File: src/sv/pim_pkg.sv
package pim_pkg;

  // Field widths fixed by the request format
  localparam int unsigned PRIO_W   = 3;
  localparam int unsigned STATUS_W = 3;

  // Request commands
  localparam logic CMD_LOCK   = 1'b0;
  localparam logic CMD_UNLOCK = 1'b1;

  // Result status codes
  typedef enum logic [STATUS_W-1:0] {
    ST_GRANTED = 3'd0,
    ST_QUEUED  = 3'd1,
    ST_FREED   = 3'd2,
    ST_HANDED  = 3'd3,
    ST_ERROR   = 3'd4
  } status_e;

  // Controller to datapath commands
  typedef struct packed {
    logic capture;  // request taken, waiter memory read issued
    logic commit;   // state update and result register load
  } pim_ctrl_t;

endpackage

File: src/sv/pim_if.sv
// Request channel: lock / unlock from the running thread
interface pim_req_if #(
  parameter int unsigned ID_BITS = 5
);
  logic               valid;
  logic               ready;
  logic               command;
  logic [ID_BITS-1:0] thread_id;
  logic [2:0]         thread_priority;

  modport source (output valid, command, thread_id, thread_priority, input ready);
  modport sink   (input valid, command, thread_id, thread_priority, output ready);
endinterface

// Result channel: what the scheduler must change
interface pim_rsp_if #(
  parameter int unsigned ID_BITS = 5
);
  logic               valid;
  logic               ready;
  logic [2:0]         status;
  logic               owner_valid;
  logic [ID_BITS-1:0] owner_id;
  logic [2:0]         owner_priority;
  logic               owner_priority_changed;
  logic               released_valid;
  logic [ID_BITS-1:0] released_id;
  logic [2:0]         released_priority;

  modport source (output valid, status, owner_valid, owner_id, owner_priority,
                  owner_priority_changed, released_valid, released_id,
                  released_priority, input ready);
  modport sink   (input valid, status, owner_valid, owner_id, owner_priority,
                  owner_priority_changed, released_valid, released_id,
                  released_priority, output ready);
endinterface

File: src/sv/pim_ctrl.sv
module pim_ctrl (
  input  logic              clk_i,
  input  logic              rst_ni,
  input  logic              in_valid_i,
  output logic              in_ready_o,
  output logic              out_valid_o,
  input  logic              out_ready_i,
  output pim_pkg::pim_ctrl_t ctrl_o
);
  import pim_pkg::*;

  typedef enum logic [1:0] {
    S_IDLE = 2'b01,
    S_EXEC = 2'b10
  } state_e;

  state_e state_q, state_d;
  logic   out_valid_q, out_valid_d;
  logic   capture, commit;

  // Handshake decode
  assign in_ready_o = (state_q == S_IDLE);
  assign capture    = in_valid_i && in_ready_o;
  assign commit     = (state_q == S_EXEC) && (!out_valid_q || out_ready_i);

  // Next state
  always_comb begin
    state_d = state_q;
    case (state_q)
      S_IDLE: if (capture) state_d = S_EXEC;
      S_EXEC: if (commit)  state_d = S_IDLE;
      default:             state_d = S_IDLE;
    endcase
  end

  // Result register occupancy
  always_comb begin
    out_valid_d = out_valid_q;
    if (commit)           out_valid_d = 1'b1;
    else if (out_ready_i) out_valid_d = 1'b0;
  end

  always_ff @(posedge clk_i or negedge rst_ni) begin
    if (!rst_ni) begin
      state_q     <= S_IDLE;
      out_valid_q <= 1'b0;
    end else begin
      state_q     <= state_d;
      out_valid_q <= out_valid_d;
    end
  end

  assign out_valid_o    = out_valid_q;
  assign ctrl_o.capture = capture;
  assign ctrl_o.commit  = commit;

  a_commit_shows: assert property (@(posedge clk_i) disable iff (!rst_ni)
    commit |=> out_valid_q)
    else $error("result not presented after commit");

  a_no_accept_busy: assert property (@(posedge clk_i) disable iff (!rst_ni)
    capture |=> !in_ready_o)
    else $error("request taken while another is in work");

endmodule

File: src/sv/pim_dp.sv
module pim_dp #(
  parameter int unsigned NUM_PRIORITIES = 8,
  parameter int unsigned LEVEL_DEPTH    = 8,
  parameter int unsigned THREAD_ID_BITS = 5
) (
  input  logic                      clk_i,
  input  logic                      rst_ni,
  input  pim_pkg::pim_ctrl_t        ctrl_i,
  input  logic                      command_i,
  input  logic [THREAD_ID_BITS-1:0] thread_id_i,
  input  logic [2:0]                thread_priority_i,
  output logic [2:0]                status_o,
  output logic                      owner_valid_o,
  output logic [THREAD_ID_BITS-1:0] owner_id_o,
  output logic [2:0]                owner_priority_o,
  output logic                      owner_priority_changed_o,
  output logic                      released_valid_o,
  output logic [THREAD_ID_BITS-1:0] released_id_o,
  output logic [2:0]                released_priority_o
);
  import pim_pkg::*;

  localparam int unsigned LVW   = $clog2(NUM_PRIORITIES);
  localparam int unsigned SLW   = (LEVEL_DEPTH > 1) ? $clog2(LEVEL_DEPTH) : 1;
  localparam int unsigned CNW   = $clog2(LEVEL_DEPTH + 1);
  localparam int unsigned WORDS = NUM_PRIORITIES * LEVEL_DEPTH;
  localparam int unsigned AW    = $clog2(WORDS);
  localparam int unsigned IDW   = THREAD_ID_BITS;
  localparam int unsigned MAXP  = (NUM_PRIORITIES - 1 > 7) ? 7 : NUM_PRIORITIES - 1;

  localparam logic [PRIO_W-1:0] MAXP_C = PRIO_W'(MAXP);
  localparam logic [CNW-1:0]    FULL_C = CNW'(LEVEL_DEPTH);
  localparam logic [SLW-1:0]    LAST_C = SLW'(LEVEL_DEPTH - 1);
  localparam logic [AW-1:0]     LD_C   = AW'(LEVEL_DEPTH);

  // Request registers
  logic              cmd_q;
  logic [IDW-1:0]    tid_q;
  logic [PRIO_W-1:0] prio_q;
  logic [LVW-1:0]    lvl_q;
  logic [LVW-1:0]    top_q;

  // Owner state
  logic              own_q, own_d;
  logic [IDW-1:0]    hid_q, hid_d;
  logic [PRIO_W-1:0] hbase_q, hbase_d;
  logic [PRIO_W-1:0] hcur_q, hcur_d;

  // Per-level ring pointers and fill
  logic [SLW-1:0] head_q [NUM_PRIORITIES];
  logic [SLW-1:0] tail_q [NUM_PRIORITIES];
  logic [CNW-1:0] cnt_q  [NUM_PRIORITIES];

  // Waiter memory, one ring of LEVEL_DEPTH per level
  logic [IDW-1:0] mem [WORDS];
  logic [IDW-1:0] rdata_q;

  logic [NUM_PRIORITIES-1:0] nonempty;
  logic                      any_ne;
  logic [LVW-1:0]            top_lvl;
  logic [PRIO_W-1:0]         prio_sat;
  logic [AW-1:0]             raddr, waddr;
  logic [SLW-1:0]            tail_cur, head_cur;
  logic [CNW-1:0]            cnt_lk;
  logic                      lk_ok, hand;

  status_e           st_d;
  logic              chg_d, rel_v_d;
  logic [IDW-1:0]    rel_id_d;
  logic [PRIO_W-1:0] rel_p_d;

  // Result registers
  status_e           st_q;
  logic              ov_q, chg_q, rel_v_q;
  logic [IDW-1:0]    oid_q, rel_id_q;
  logic [PRIO_W-1:0] op_q, rel_p_q;

  // Priorities past the last level fold onto it
  assign prio_sat = (thread_priority_i > MAXP_C) ? MAXP_C : thread_priority_i;

  // Highest non-empty level
  always_comb begin
    top_lvl = '0;
    for (int i = 0; i < NUM_PRIORITIES; i++) begin
      nonempty[i] = (cnt_q[i] != '0);
      if (nonempty[i]) top_lvl = LVW'(i);
    end
  end
  assign any_ne = |nonempty;

  // Memory addresses: head of the top level, tail of the request level
  assign head_cur = head_q[top_lvl];
  assign tail_cur = tail_q[lvl_q];
  assign cnt_lk   = cnt_q[lvl_q];
  assign raddr    = AW'(top_lvl) * LD_C + AW'(head_cur);
  assign waddr    = AW'(lvl_q) * LD_C + AW'(tail_cur);

  // Capture the request
  always_ff @(posedge clk_i) begin
    if (ctrl_i.capture) begin
      cmd_q  <= command_i;
      tid_q  <= thread_id_i;
      prio_q <= prio_sat;
      lvl_q  <= LVW'(prio_sat);
      top_q  <= top_lvl;
    end
  end

  // Waiter memory: read on capture, enqueue on commit
  always_ff @(posedge clk_i) begin
    if (ctrl_i.capture) rdata_q <= mem[raddr];
    if (ctrl_i.commit && lk_ok) mem[waddr] <= tid_q;
  end

  // Request evaluation
  always_comb begin
    own_d    = own_q;
    hid_d    = hid_q;
    hbase_d  = hbase_q;
    hcur_d   = hcur_q;
    st_d     = ST_ERROR;
    chg_d    = 1'b0;
    rel_v_d  = 1'b0;
    rel_id_d = '0;
    rel_p_d  = '0;
    lk_ok    = 1'b0;
    hand     = 1'b0;
    if (cmd_q == CMD_LOCK) begin
      if (!own_q) begin
        own_d   = 1'b1;
        hid_d   = tid_q;
        hbase_d = prio_q;
        hcur_d  = prio_q;
        st_d    = ST_GRANTED;
      end else if (cnt_lk != FULL_C) begin
        lk_ok = 1'b1;
        st_d  = ST_QUEUED;
        if (prio_q > hcur_q) begin
          hcur_d = prio_q;
          chg_d  = 1'b1;
        end
      end
    end else if (own_q && (tid_q == hid_q)) begin
      if (hcur_q != hbase_q) begin
        rel_v_d  = 1'b1;
        rel_id_d = hid_q;
        rel_p_d  = hbase_q;
      end
      if (any_ne) begin
        hand    = 1'b1;
        hid_d   = rdata_q;
        hbase_d = PRIO_W'(top_q);
        hcur_d  = PRIO_W'(top_q);
        st_d    = ST_HANDED;
      end else begin
        own_d   = 1'b0;
        hid_d   = '0;
        hbase_d = '0;
        hcur_d  = '0;
        st_d    = ST_FREED;
      end
    end
  end

  // Owner and level state
  always_ff @(posedge clk_i or negedge rst_ni) begin
    if (!rst_ni) begin
      own_q   <= 1'b0;
      hid_q   <= '0;
      hbase_q <= '0;
      hcur_q  <= '0;
      for (int i = 0; i < NUM_PRIORITIES; i++) begin
        head_q[i] <= '0;
        tail_q[i] <= '0;
        cnt_q[i]  <= '0;
      end
    end else if (ctrl_i.commit) begin
      own_q   <= own_d;
      hid_q   <= hid_d;
      hbase_q <= hbase_d;
      hcur_q  <= hcur_d;
      if (lk_ok) begin
        tail_q[lvl_q] <= (tail_cur == LAST_C) ? '0 : tail_cur + 1'b1;
        cnt_q[lvl_q]  <= cnt_lk + 1'b1;
      end
      if (hand) begin
        head_q[top_q] <= (head_q[top_q] == LAST_C) ? '0 : head_q[top_q] + 1'b1;
        cnt_q[top_q]  <= cnt_q[top_q] - 1'b1;
      end
    end
  end

  // Result register
  always_ff @(posedge clk_i) begin
    if (ctrl_i.commit) begin
      st_q     <= st_d;
      ov_q     <= own_d;
      oid_q    <= hid_d;
      op_q     <= hcur_d;
      chg_q    <= chg_d;
      rel_v_q  <= rel_v_d;
      rel_id_q <= rel_id_d;
      rel_p_q  <= rel_p_d;
    end
  end

  assign status_o                 = st_q;
  assign owner_valid_o            = ov_q;
  assign owner_id_o               = oid_q;
  assign owner_priority_o         = op_q;
  assign owner_priority_changed_o = chg_q;
  assign released_valid_o         = rel_v_q;
  assign released_id_o            = rel_id_q;
  assign released_priority_o      = rel_p_q;

  a_free_clean: assert property (@(posedge clk_i) disable iff (!rst_ni)
    !own_q |-> (hid_q == '0) && (hcur_q == '0) && (hbase_q == '0))
    else $error("free mutex keeps owner data");

  a_no_waiters_when_free: assert property (@(posedge clk_i) disable iff (!rst_ni)
    !own_q |-> !any_ne)
    else $error("waiters queued on a free mutex");

  a_boost_only_up: assert property (@(posedge clk_i) disable iff (!rst_ni)
    own_q |-> (hcur_q >= hbase_q))
    else $error("owner priority below its base");

endmodule

File: src/sv/priority_inheritance_mutex.sv
// A request is taken in the idle state, which registers it and reads the waiter memory;
// the execute step then updates owner, level pointers and memory and loads the result register.
// No new request is taken until the current one has committed to the result register.
// A result waiting on a stalled response channel holds the next request in work.
// Reset (asynchronous, active low) frees the mutex and empties every level queue;
// the waiter memory is not cleared, since the level fill counts guard its entries.
module priority_inheritance_mutex #(
  parameter int unsigned NUM_PRIORITIES = 8,
  parameter int unsigned LEVEL_DEPTH    = 8,
  parameter int unsigned THREAD_ID_BITS = 5
) (
  input logic   clk_i,
  input logic   rst_ni,
  pim_req_if.sink   req_i,
  pim_rsp_if.source rsp_o
);
  import pim_pkg::*;

  pim_ctrl_t ctrl;

  // Sequencing and handshakes
  pim_ctrl u_ctrl (
    .clk_i       (clk_i),
    .rst_ni      (rst_ni),
    .in_valid_i  (req_i.valid),
    .in_ready_o  (req_i.ready),
    .out_valid_o (rsp_o.valid),
    .out_ready_i (rsp_o.ready),
    .ctrl_o      (ctrl)
  );

  // Owner, level queues and result
  pim_dp #(
    .NUM_PRIORITIES (NUM_PRIORITIES),
    .LEVEL_DEPTH    (LEVEL_DEPTH),
    .THREAD_ID_BITS (THREAD_ID_BITS)
  ) u_dp (
    .clk_i                    (clk_i),
    .rst_ni                   (rst_ni),
    .ctrl_i                   (ctrl),
    .command_i                (req_i.command),
    .thread_id_i              (req_i.thread_id),
    .thread_priority_i        (req_i.thread_priority),
    .status_o                 (rsp_o.status),
    .owner_valid_o            (rsp_o.owner_valid),
    .owner_id_o               (rsp_o.owner_id),
    .owner_priority_o         (rsp_o.owner_priority),
    .owner_priority_changed_o (rsp_o.owner_priority_changed),
    .released_valid_o         (rsp_o.released_valid),
    .released_id_o            (rsp_o.released_id),
    .released_priority_o      (rsp_o.released_priority)
  );

endmodule

File: src/flat_wrapper.sv
// flat-port wrapper written by rule: the top's interface ports become plain ports
module priority_inheritance_mutex_flat import pim_pkg::*;
#(
  parameter int unsigned NUM_PRIORITIES = 8,
  parameter int unsigned LEVEL_DEPTH    = 8,
  parameter int unsigned THREAD_ID_BITS = 5
)
  (clk_i, rst_ni, req_i_valid, req_i_command, req_i_thread_id, req_i_thread_priority, req_i_ready, rsp_o_valid, rsp_o_status, rsp_o_owner_valid, rsp_o_owner_id, rsp_o_owner_priority, rsp_o_owner_priority_changed, rsp_o_released_valid, rsp_o_released_id, rsp_o_released_priority, rsp_o_ready);
  pim_req_if #(.ID_BITS((5))) req_i_i ();
  pim_rsp_if #(.ID_BITS((5))) rsp_o_i ();
  input logic clk_i;
  input logic rst_ni;
  input wire logic [$bits(req_i_i.valid)-1:0] req_i_valid;
  input wire logic [$bits(req_i_i.command)-1:0] req_i_command;
  input wire logic [$bits(req_i_i.thread_id)-1:0] req_i_thread_id;
  input wire logic [$bits(req_i_i.thread_priority)-1:0] req_i_thread_priority;
  output wire logic [$bits(req_i_i.ready)-1:0] req_i_ready;
  output wire logic [$bits(rsp_o_i.valid)-1:0] rsp_o_valid;
  output wire logic [$bits(rsp_o_i.status)-1:0] rsp_o_status;
  output wire logic [$bits(rsp_o_i.owner_valid)-1:0] rsp_o_owner_valid;
  output wire logic [$bits(rsp_o_i.owner_id)-1:0] rsp_o_owner_id;
  output wire logic [$bits(rsp_o_i.owner_priority)-1:0] rsp_o_owner_priority;
  output wire logic [$bits(rsp_o_i.owner_priority_changed)-1:0] rsp_o_owner_priority_changed;
  output wire logic [$bits(rsp_o_i.released_valid)-1:0] rsp_o_released_valid;
  output wire logic [$bits(rsp_o_i.released_id)-1:0] rsp_o_released_id;
  output wire logic [$bits(rsp_o_i.released_priority)-1:0] rsp_o_released_priority;
  input wire logic [$bits(rsp_o_i.ready)-1:0] rsp_o_ready;
  assign req_i_i.valid = req_i_valid;
  assign req_i_i.command = req_i_command;
  assign req_i_i.thread_id = req_i_thread_id;
  assign req_i_i.thread_priority = req_i_thread_priority;
  assign req_i_ready = req_i_i.ready;
  assign rsp_o_valid = rsp_o_i.valid;
  assign rsp_o_status = rsp_o_i.status;
  assign rsp_o_owner_valid = rsp_o_i.owner_valid;
  assign rsp_o_owner_id = rsp_o_i.owner_id;
  assign rsp_o_owner_priority = rsp_o_i.owner_priority;
  assign rsp_o_owner_priority_changed = rsp_o_i.owner_priority_changed;
  assign rsp_o_released_valid = rsp_o_i.released_valid;
  assign rsp_o_released_id = rsp_o_i.released_id;
  assign rsp_o_released_priority = rsp_o_i.released_priority;
  assign rsp_o_i.ready = rsp_o_ready;
  priority_inheritance_mutex #(.NUM_PRIORITIES(NUM_PRIORITIES), .LEVEL_DEPTH(LEVEL_DEPTH), .THREAD_ID_BITS(THREAD_ID_BITS)) u_core (.clk_i(clk_i), .rst_ni(rst_ni), .req_i(req_i_i), .rsp_o(rsp_o_i));
endmodule
File: config.mk
export PLATFORM = sky130hd
export DESIGN_NAME = priority_inheritance_mutex_flat
export DESIGN_NICKNAME = d
export VERILOG_FILES = /design/src/sv/pim_pkg.sv /design/src/sv/pim_if.sv /design/src/sv/pim_ctrl.sv /design/src/sv/pim_dp.sv /design/src/sv/priority_inheritance_mutex.sv /design/src/flat_wrapper.sv
export SDC_FILE = /design/constraint.sdc
export NUM_CORES = 1
export LEC_CHECK = 0
export BUFFER_PORTS_ARGS = -buffer_cell sky130_fd_sc_hd__buf_2
export CORE_MARGIN = 2
export CORE_UTILIZATION = 55
export CTS_BUF_LIST = sky130_fd_sc_hd__clkbuf_8
export CTS_CLUSTER_DIAMETER = 60
export DETAILED_ROUTE_END_ITERATION = 10
export GPL_TIMING_DRIVEN = 0
export PLACE_DENSITY_LB_ADDON = 0.2
export SLEW_MARGIN = 25
export SYNTH_ARGS = -nofsm -noshare
export SYNTH_HDL_FRONTEND = slang
export SYNTH_SLANG_ARGS = --single-unit
File: constraint.sdc
create_clock -name clk_i -period 10.71 [get_ports clk_i]
set_input_delay 0.5355 -clock clk_i [delete_from_list [all_inputs] [get_ports clk_i]]
set_output_delay 0.5355 -clock clk_i [all_outputs]
set_load 0.005 [all_outputs]
; After elaboration in Yosys (flattened, before gate mapping)
; Memory sizes are Yosys's and may differ from the RTL's. A register that Yosys moved wholly into a read port is not among the register bits.
; Cells that the tools add are included.
[totals]
elab_cells = 172
output_inout_bits = 24
mem_bits_rw = 320
memories = 1
register_bits = 129
[mem_list]
columns = name, depth, width, rd, rd_clocked_by_memory_dff, wr, line_no
row1 = u_core.u_dp.mem, 64, 5, 1, 1, 1, pim_dp.sv:55  ; logic [IDW-1:0] mem [WORDS];
[op_classes]
addsub = 6
n_reduce_logical = 25
muxes = 75
magnitude_cmp = 7
n_eq_ne = 11
n_bitwise = 5
[op_table]
columns = operator, count
row1 = 32-bit two-way mux, 3
row2 = 3-bit two-way mux, 28
row3 = 32-bit bitwise mux, 2
row4 = 24-bit bitwise mux, 2
row5 = 4-bit nonzero test, 8
row6 = 3-bit binary-select mux with 3-bit select, 3
row7 = 4-bit binary-select mux with 3-bit select, 2
row8 = 4-bit demux with 3-bit select, 2
row9 = 4-bit two-way mux, 6
row10 = 5-bit two-way mux, 4
row11 = 3-bit demux with 3-bit select, 2
row12 = 1-bit two-way mux, 17
row13 = 6-bit by 3-bit adder with 6-bit output, 2
row14 = "4-bit greater-or-equal comparator, second input constant", 3
row15 = 3-bit inverter with 4-bit output, 3
row16 = "4-bit by 1-bit less-than comparator with 1-bit output, second input constant", 2
row17 = 2-bit AND reduction, 4
row18 = 8-bit OR reduction, 1
row19 = "3-bit by 1-bit adder with 3-bit output, second input constant", 2
row20 = "3-bit == test, second input constant", 2
row21 = 1-bit logical AND, 6
row22 = 2-bit two-way mux, 3
row23 = 3-bit AND reduction, 2
row24 = 5-bit == test, 1
row25 = other kinds (16), 19

; Depth between registers and ports, before layout
; Gate-level depths: netlist of the first run.
[logic_depth]
word_depth = 13
mapped_depth = 15
mapped_depth_nobuf = 12

; By module
; From an unflattened synthesis of the first run, not the netlist that was laid out.
[unflattened]
hier_cells = 1473
area_unflattened_um2 = 19932.9
[modules_own_cells]
columns = mod, instances, area_each_um2, cells_each
row1 = pim_dp, 1, 19787.7, 1460
row2 = pim_ctrl, 1, 145.1, 13

; Least setup slack after synthesis of the first run
; Ideal clock, no wire load.
[synth_path]
path_type = reg-to-reg
start = register u_core.u_dp.cnt_q[8] in the netlist's numbering
end = register u_core.u_dp.rdata_q[2] (read register of u_core.u_dp.mem), data pin
setup_ps = 265
synth_period_minus_slack_ps = 3778
path_stages_with_launch = 15
arrival_time_ps = 3513
slack_ps = 6932
n_path_buf = 3
required_time_ps = 10445
path_cell_list = dfrtp_1 > nor4_4 > o211ai_4 > a21oi_4 > inv_4 > a211o_1 > a22oi_2 > buf_4 > buf_6 > buf_2 > mux2i_1 > mux2i_1 > o2111ai_1 > nand4_1 > or3_1
[synth_via]
elab_chain_cells = 9
[synth_rtl]
columns = element, line_no
row1 = "start, declared", pim_dp.sv:52  ; logic [CNW-1:0] cnt_q [NUM_PRIORITIES];
row2 = "start signal, assigned by index", pim_dp.sv:184  ; cnt_q[lvl_q] <= cnt_lk + 1'b1;
row3 = "start signal, assigned by index", pim_dp.sv:188  ; cnt_q[top_q] <= cnt_q[top_q] - 1'b1;
row4 = 4-bit nonzero test (*), pim_dp.sv:85  ; nonempty[i] = (cnt_q[i] != '0);
row5 = 3-bit two-way mux (*) (3 in series), pim_dp.sv:86  ; if (nonempty[i]) top_lvl = LVW'(i);
row6 = 3-bit inverter with 4-bit output (not written as such), pim_dp.sv:92  ; assign head_cur = head_q[top_lvl];
row7 = 3-bit binary-select mux with 3-bit select, pim_dp.sv:92
row8 = 3-bit two-way mux (not written as such) (2 in series), pim_dp.sv:92
row9 = 6-bit by 3-bit adder with 6-bit output (*), pim_dp.sv:95  ; assign raddr = AW'(top_lvl) * LD_C + AW'(head_cur);
row10 = net u_core.u_dp.raddr[3], pim_dp.sv:62  ; logic [AW-1:0] raddr, waddr;
row11 = "end, declared", pim_dp.sv:56  ; logic [IDW-1:0] rdata_q;
; The timed path passes the listed nets; every way through them passes the cells marked *. The select of a mux whose other input is x is not followed.
; A chain may end at the register's enable or synchronous reset.

; Worst setup path after layout of the first run
[layout_path]
start = register u_core.u_dp.lvl_q[1]
end = memory u_core.u_dp.mem[33][2] in the netlist's numbering (enable)
[layout_via]
elab_chain_cells = 11
word_cells_on_any_way = 15
[layout_rtl]
columns = element, line_no
row1 = "start, declared", pim_dp.sv:40  ; logic [LVW-1:0] lvl_q;
row2 = "start signal, assigned", pim_dp.sv:104  ; lvl_q <= LVW'(prio_sat);
row3 = 3-bit inverter with 4-bit output (not written as such), "pim_dp.sv:93, pim_dp.sv:94"
row4 = 4-bit binary-select mux with 3-bit select, pim_dp.sv:94  ; assign cnt_lk = cnt_q[lvl_q];
row5 = 4-bit two-way mux (not written as such) (2 in series), pim_dp.sv:94
row6 = 4-bit != test, pim_dp.sv:135  ; end else if (cnt_lk != FULL_C) begin
row7 = 1-bit two-way mux, pim_dp.sv:135
row8 = 1-bit two-way mux, pim_dp.sv:129  ; if (!own_q) begin
row9 = 1-bit two-way mux, pim_dp.sv:128  ; if (cmd_q == CMD_LOCK) begin
row10 = 1-bit logical AND, pim_dp.sv:112  ; if (ctrl_i.commit && lk_ok) mem[waddr] <= tid_q;
row11 = 1-bit two-way mux, pim_dp.sv:112
row12 = 1-bit two-way mux (not written as such), pim_dp.sv:112
row13 = "end, declared", pim_dp.sv:55
; Parallel ways exist; a longest one is shown, timed or not. The select of a mux whose other input is x is not followed.

==> impl_metrics.env, run 1 <==
export IMPL_synth_xor_area_share_pct=0.5266
export IMPL_power_total_mw=6.544
export IMPL_r2r_cells=13
export IMPL_synth_area_top_cells="edfxtp_1 (54%), dfrtp_1 (12%), nand2_1 (4.6%)"
export IMPL_place_congestion=0.9683
export IMPL_drv_cap=0
export IMPL_nets=1671
export IMPL_ant_nets=0
export IMPL_period_needed_ns=5.280
export IMPL_cts_tree="done"
export IMPL_avgViaCountPerCell=6.488
export IMPL_cts_repair_resized=0
export IMPL_crit_type="reg -> reg"
export IMPL_drt_total_wl_mm=57.66
export IMPL_critPathCapture="u_core.u_dp.mem[33][2]$_DFFE_PP_"
export IMPL_drive_gt1_share_pct=16.95
export IMPL_die_area_um2=37830
export IMPL_cts_root_buf="clkbuf_8"
export IMPL_htree_levels=3
export IMPL_grt_pass1_wl_mm=86.07
export IMPL_dp_cells=2032
export IMPL_ir_drop_v=0.0001892
export IMPL_port_buffers=33
export IMPL_clock_sinks=454
export IMPL_initial_core_util_pct=55.98
export IMPL_die_x_um=194.5
export IMPL_clock_latency_ns=0.64
export IMPL_cp_arrival_ns=5.53
export IMPL_crit_path_max_fanout=10
export IMPL_first_iter_violations=1963
export IMPL_min_from="req_i_command"
export IMPL_worstMarginPinSlew_ns=0.9982
export IMPL_synth_cells=1519
export IMPL_timing_fmax_ghz=0.1894
export IMPL_reg2reg_to="u_core.u_dp.mem[33][2]$_DFFE_PP_"
export IMPL_min_path_type="in -> reg"
export IMPL_crit_path_max_incr_delay_ns=0.69
export IMPL_synth_edf_count=359
export IMPL_antenna_diode_count=0
export IMPL_area_growth_pct=12.61
export IMPL_synth_top_family_by_area="simple AND/OR/NAND/NOR gates"
export IMPL_synth_top_area_share_pct=54.01
export IMPL_slew_violations=0
export IMPL_path_clk_slew_ns=0.06
export IMPL_crit_family="buffers and inverters"
export IMPL_cp_num_cells=13
export IMPL_post_route_drc_count=0
export IMPL_synthArstFlopShare_pct=20.93
export IMPL_crit_path_cell_trace="clkbuf_1 > buf_1 > mux4_2 > nand2_1 > nand2_1 > clkinv_1 > ha_1 > a31oi_1 > nand2_1 > nor3_1 > nand2_1 > clkbuf_1 > nor2_1"
export IMPL_grt_ovfl_total=0
export IMPL_holdWs_ns=0.08291
export IMPL_tns_ns=0
export IMPL_grt_pass1_vias=13761
export IMPL_rsz0062_at_grt="false"
export IMPL_fin_crit_sh_pct=49.30
export IMPL_synthDistinctLibCells=75
export IMPL_core_area_um2=35660
export IMPL_post_drt_wl_per_cell_um=26.62
export IMPL_cp_slowest_cell="buf_1"
export IMPL_fillers=2712
export IMPL_avgSynthCellArea_um2=13.14
export IMPL_synthesis_area_um2=19960
export IMPL_io_pins=37
export IMPL_crit_top_cell="nand2_1"
export IMPL_hold_violations=0
export IMPL_max_slew_margin_rel_pct=33.45
export IMPL_power_density_nw_per_um2=291.2
export IMPL_ys_flop_type="edfxtp_1"
export IMPL_ys_warn_count=0
export IMPL_synth_compound_area_share_pct=8.074
export IMPL_ys_ff_latch=454
export IMPL_r2r_start="u_core.u_dp.lvl_q[1]$_SDFFCE_PN1P_"
export IMPL_fin_worst_skew_ns=0.03068
export IMPL_r2r_setup_slack_ns=5.43
export IMPL_crit_buf_inv=4
export IMPL_routed_via_count=14053
export IMPL_endpoint_kind="flip-flop"
export IMPL_fin_cells=2166
export IMPL_critPathLaunch="u_core.u_dp.lvl_q[1]$_SDFFCE_PN1P_"
export IMPL_syn_nets=1542
export IMPL_leakage_nw=8.416
export IMPL_numCtsBuffers=74
export IMPL_crit_path_start_kind="flip-flop"
export IMPL_synth_simple_gate_area_share_pct=12.74
export IMPL_seq_area_frac_synth_pct=65.93
export IMPL_synth_top_area_cell="edfxtp_1"
export IMPL_grt_max_degree=50
export IMPL_status="finished, final reports clean"
export IMPL_synthMuxAreaShare_pct=9.692
export IMPL_hpwlAfterDp_mm=39.77
export IMPL_die_y_um=194.5
export IMPL_required_ns=10.96
export IMPL_cts_max_path_buffers=3
export IMPL_yosys_area_share_adder_pct=0.6269
export IMPL_antenna_found_initial=0
export IMPL_grtUsageTotal_pct=30.96
export IMPL_drt_pre_antenna_iters=5
export IMPL_setup_viol=0
export IMPL_rows=69
## cell type report
cell class,instances,area (um^2),area share [%]
buffer,81,416.7,1.854
sequential,454,13160,58.55
clock inverter,55,355.3,1.581
clock buffer,78,1074,4.776
inverter,17,66.31,0.2951
tap,461,576.8,2.566
multi-input combinational,967,6327,28.15
timing repair buffer,53,500.5,2.227
## flip-flops by register name, indices dropped and copies added, names as in the netlist, 5 cells and up
| signal | cells |
|---|---|
| u_core.u_dp.rdata_q | 5 |
| u_core.u_dp.head_q | 24 |
| u_core.u_dp.released_id_o | 5 |
| u_core.u_dp.mem | 320 |
| u_core.u_dp.tail_q | 24 |
| u_core.u_dp.owner_id_o | 5 |
| u_core.u_dp.cnt_q | 32 |
| u_core.u_dp.hid_q | 5 |
| u_core.u_dp.tid_q | 5 |
## cell families (layout without fill, tap and decap cells)
| kind of cell | Yosys count | count (layout) |
|---|---|---|
| flops | 454 | 454 |
| xor+xnor | 12 | 12 |
| simple gates | 560 | 560 |
| mux | 155 | 155 |
| fa+ha+maj | 10 | 10 |
| compound gates | 230 | 230 |
| buf+inv | 98 | 284 |
## per-layer routing
layer | vias to the layer above | part of all wire, % | GRT usage, %
met4 | 0 | 3.7 | 11.77
met2 | 866 | 45 | 47.22
met3 | 169 | 12 | 8.902
met5 | - | 0 | 0
li1 | 6022 | - | -
met1 | 6996 | 39 | 42.49
## repair_timing
action,in CTS,in global routing
hold buffers,1,0
setup buffers,0,0
hold endpoints to repair,46,0
## layout by cell type (no fill, tap or decap), drive strengths merged, types with 9 or more instances in the layout
master / synthesis / layout
o22ai: 28 / 28
a21oi: 57 / 57
mux2i: 74 / 74
clkinv: 3 / 29
clkbuf: 45 / 123
mux4: 25 / 25
and2: 15 / 15
o22a: 9 / 9
nor3: 12 / 12
dfrtp: 94 / 94
nand4: 19 / 19
a32oi: 22 / 22
ha: 10 / 10
o21ai: 26 / 26
nor2: 131 / 131
inv: 14 / 36
or4: 9 / 9
nand3: 86 / 86
mux2: 56 / 56
a31oi: 30 / 30
edfxtp: 359 / 359
a221oi: 9 / 9
nand2: 244 / 244
buf: 36 / 88
nor2b: 9 / 9
## cells in the mapped netlist, drive strengths merged, types with 2 or more instances
cell / number
a211o: 4
a211oi: 7
a21oi: 57
a221o: 2
a221oi: 9
a222oi: 3
a22oi: 8
a31oi: 30
a32oi: 22
and2: 15
and3: 6
buf: 36
clkbuf: 45
clkinv: 3
dfrtp: 94
edfxtp: 359
ha: 10
inv: 14
mux2: 56
mux2i: 74
mux4: 25
nand2: 244
nand2b: 8
nand3: 86
nand3b: 4
nand4: 19
nor2: 131
nor2b: 9
nor3: 12
nor4: 8
o2111ai: 4
o211ai: 4
o21ai: 26
o221ai: 7
o22a: 9
o22ai: 28
or2: 2
or3: 4
or4: 9
xnor2: 7
xor2: 5
## power breakdown
| part | total, mW | switching (mW) | internal, mW |
|---|---|---|---|
| Clock | 1.48 | 0.698 | 0.777 |
| Sequential | 2.14 | 0.112 | 2.03 |
| Combinational | 2.93 | 2.01 | 0.917 |
## how the worst min path moves through the flow
stage                                                 end  slack [ns]  depth (start not counted)
floorplan           u_core.u_ctrl.out_valid_o$_DFFE_PN0P_        0.24                          0
global placement    u_core.u_ctrl.out_valid_o$_DFFE_PN0P_        0.47                          2
detailed placement      u_core.u_dp.tail_q[4]$_DFFE_PN0P_        0.49                          1
CTS                    u_core.u_dp.lvl_q[2]$_SDFFCE_PN1P_        0.05                          1
global route           u_core.u_dp.lvl_q[2]$_SDFFCE_PN1P_        0.05                          1
finish                        u_core.u_dp.cmd_q$_DFFE_PP_        0.08                          1
## metrics by stage
step / cell area [um^2] / utilization (%) / setup slack (ns)
global placement: 20700 / 58.06 / 5.631
CTS: 22470 / 63.01 / 5.595
floorplan: 19960 / - / 6.932
detailed placement: 21030 / 58.97 / 5.625
finish: 22480 / 63.03 / 5.430
global route: 22480 / 63.03 / 5.157
Power figures use the tool's default switching activity.
==> run 2, diff against run 1 <==
Settings changed: ABC_AREA set to 1.
Clock period 10.71 ns to 4.6 ns, I/O delays scaled along.
==> impl_metrics.env, run 2 <==
export IMPL_grt_pass1_vias=16335
export IMPL_leakage_nw=9.663
export IMPL_antenna_found_initial=1
export IMPL_synth_edf_count=359
export IMPL_ys_warn_count=0
export IMPL_p_switching_mw=9.172
export IMPL_die_y_um=200.8
export IMPL_cp_arrival_ns=4.51
export IMPL_rows=72
export IMPL_ys_ff_latch=454
export IMPL_crit_top_cell="inv_1"
export IMPL_switching_share_pct=49.66
export IMPL_reg_top3="u_core.u_dp.mem (320), u_core.u_dp.cnt_q (32)"
export IMPL_mostFrequentLayoutCell="nand2_1"
export IMPL_registers_top_by_ff_count="u_core.u_dp.mem"
export IMPL_slew_violations=0
export IMPL_crit_type="reg -> reg"
export IMPL_cts_tree="done"
export IMPL_first_iter_violations=2189
export IMPL_place_congestion=0.9884
export IMPL_wl_met3_mm=6.960
export IMPL_routed_via_count=16990
export IMPL_post_drt_wl_per_cell_um=23.01
export IMPL_power_total_mw=18.47
export IMPL_crit_path_max_incr_delay_ns=0.68
export IMPL_worstMarginPinSlew_ns=0.8375
export IMPL_crit_path_start_kind="flip-flop"
export IMPL_path_clk_slew_ns=0.06
export IMPL_initial_core_util_pct=55.39
export IMPL_final_cell_area_um2=24080
export IMPL_synth_top_area_share_pct=50.60
export IMPL_timing_fmax_ghz=0.2371
export IMPL_fin_crit_sh_pct=91.67
export IMPL_ys_flop_type="edfxtp_1"
export IMPL_synth_top_cells_by_count="nand2_1 (378), edfxtp_1 (359), nand3_1 (318), inv_1 (267), nor2_1 (133)"
export IMPL_placed_cell_area_um2=22550
export IMPL_grtUsageTotal_pct=33.02
export IMPL_clock_sinks=454
export IMPL_endpoint_kind="flip-flop"
export IMPL_drt_total_wl_mm=65.75
export IMPL_cts_root_buf="clkbuf_8"
export IMPL_synthArstFlopShare_pct=20.93
export IMPL_port_buffers=33
export IMPL_cts_max_path_buffers=3
export IMPL_syn_nets=2153
export IMPL_grt_ovfl_total=0
export IMPL_nets=2301
export IMPL_ir_drop_v=0.0004608
export IMPL_crit_path_max_fanout=10
export IMPL_r2r_cells=15
export IMPL_power_density_nw_per_um2=767.0
export IMPL_io_pins=37
export IMPL_hpwlAfterDp_mm=47.15
export IMPL_grt_pass1_wl_mm=98.93
export IMPL_synth_top_area_cell="edfxtp_1"
export IMPL_grt_max_degree=51
export IMPL_drv_cap=0
export IMPL_hold_violations=0
export IMPL_synth_cells=2130
export IMPL_post_synth_top_count_cell="nand2_1"
export IMPL_clock_latency_ns=0.65
export IMPL_core_area_um2=38470
export IMPL_rsz0062_at_grt="false"
export IMPL_seq_area_frac_synth_pct=61.76
export IMPL_min_path_type="in -> async"
export IMPL_numCtsBuffers=77
export IMPL_synthesis_area_um2=21310
export IMPL_die_area_um2=40330
export IMPL_crit_path_cell_trace="nor3_2 > inv_1 > o22ai_1 > inv_1 > nand4_1 > inv_1 > ha_1 > nand2_1 > nor2_2 > inv_2 > nand3_2 > nor2_2 > nand2_1 > buf_2 > nor2_1"
export IMPL_fin_worst_skew_ns=0.01929
export IMPL_drive_gt1_share_pct=12.06
export IMPL_clockPowerShare_pct=18.2
export IMPL_setup_viol=0
export IMPL_internal_power_mw=9.298
export IMPL_cp_slowest_cell="nor3_2"
export IMPL_drt_pre_antenna_iters=6
export IMPL_area_growth_pct=13.01
export IMPL_ant_nets=0
export IMPL_max_slew_margin_rel_pct=44.16
export IMPL_comb_power_share_pct=54.8
export IMPL_htree_levels=3
export IMPL_avgViaCountPerCell=5.945
export IMPL_met1_length_mm=27.29
export IMPL_status="finished, final reports clean"
export IMPL_wl_met2_mm=29.28
export IMPL_post_route_drc_count=0
export IMPL_pwr_share_seq_pct=27.0
export IMPL_top_layer="met4"
export IMPL_synthDistinctLibCells=46
export IMPL_largest_reg_flops=320
export IMPL_avgSynthCellArea_um2=10.00
export IMPL_die_x_um=200.8
export IMPL_period_needed_ns=4.217
export IMPL_most_common_layout_cells="nand2_1 (378), edfxtp_1 (359), nand3_1 (318)"
export IMPL_synth_area_top_cells="edfxtp_1 (51%), dfrtp_1 (11%), nand3_1 (7.5%)"
export IMPL_required_ns=4.89
## run 2: cell count changes after synthesis, moves of 24 or more
cell,before,now
mux2_2,56,0
o21ai_0,25,126
nand2_1,244,378
nand3b_1,4,121
inv_2,0,24
nand3_1,85,318
buf_2,14,59
mux4_2,25,0
mux2i_1,74,0
inv_1,13,267
clkbuf_1,45,20
a31oi_1,29,1
## run 2: cell families after synthesis
group,Yosys count,share of synthesized area (%)
flip-flops,454,61.76
AO/OA/AOI/OAI,274,7.605
buffers and inverters,394,7.587
adder cells (fa/ha/maj),10,0.5872
AND/OR/NAND/NOR,990,22.10
XOR/XNOR,8,0.3641
## run 2: stage by stage
stage               hold WS [ns]  util [%]  TNS (ns)  setup WS, ns  cells
finish                   0.08235     62.60         0        0.3830   2858
global route              0.1142     62.59         0       0.06503   2857
global placement          0.4062     57.50    -12.99       -0.3819   2681
CTS                      0.07709     62.57         0        0.3967   2857
floorplan               -0.06559         -         0         1.574   2130
detailed placement        0.2005     58.63         0        0.4182   2706
## run 2: worst paths after layout
kind                            slack, ns                            endpoint                               start
worst max-delay path                 0.38    u_core.u_dp.mem[63][1]$_DFFE_PP_  u_core.u_dp.lvl_q[1]$_SDFFCE_PN1P_
worst min-delay path                 0.08  u_core.u_dp.tail_q[18]$_DFFE_PN0P_                              rst_ni
worst max register to register       0.38    u_core.u_dp.mem[63][1]$_DFFE_PP_  u_core.u_dp.lvl_q[1]$_SDFFCE_PN1P_
worst min register to register       0.49  u_core.u_dp.tail_q[20]$_DFFE_PN0P_  u_core.u_dp.tail_q[20]$_DFFE_PN0P_
max in group asynchronous            3.88   u_core.u_dp.head_q[5]$_DFFE_PN0P_                              rst_ni
min in group clk_i                   0.12  u_core.u_dp.lvl_q[2]$_SDFFCE_PN1P_                         req_i_valid
## run 2: per-layer routing
| metal | global-route usage [%] | vias to the layer above |
|---|---|---|
| li1 | - | 7654 |
| met1 | 47.84 | 8196 |
| met2 | 50.00 | 979 |
| met3 | 6.282 | 161 |
| met4 | 12.17 | 0 |
| met5 | 0 | - |
## run 2: what timing repair did
item                                   4_1_cts  5_1_grt
endpoints found under the hold margin      107        0
hold buffers                                11        0
resized for setup                            0        0
setup buffers                                0        0
## run 2: power groups by stage
stage               logic (mW)  clock network [mW]  registers (mW)
finish                    10.1                3.37            4.99
global route              10.7                3.56            5.01
CTS                       9.80                3.39            4.98
detailed placement        9.76                   0            5.06
global placement          9.46                   0            5.13
floorplan                 6.10                   0            5.01
## run 2: area by class of cell
class,count,area (um^2)
fill,3174,14390
sequential,454,13160
multi-input combinational,1282,6559
clock buffer,82,1129
inverter,293,1100
timing repair buffer,69,688.2
tap,518,648.1
buffer,101,518.0
clock inverter,58,276.5
antenna,1,2.502
## run 2: critical path, delay by kind of cell (launching register included)
| kind | cells | cell delay (ns) |
|---|---|---|
| buffers and inverters | 5 | 0.64 |
| adders and majority gates | 1 | 0.18 |
| DFF | 1 | 0.53 |
| and+or+nand+nor | 8 | 2.34 |
| AOI/OAI and AO/OA | 1 | 0.14 |
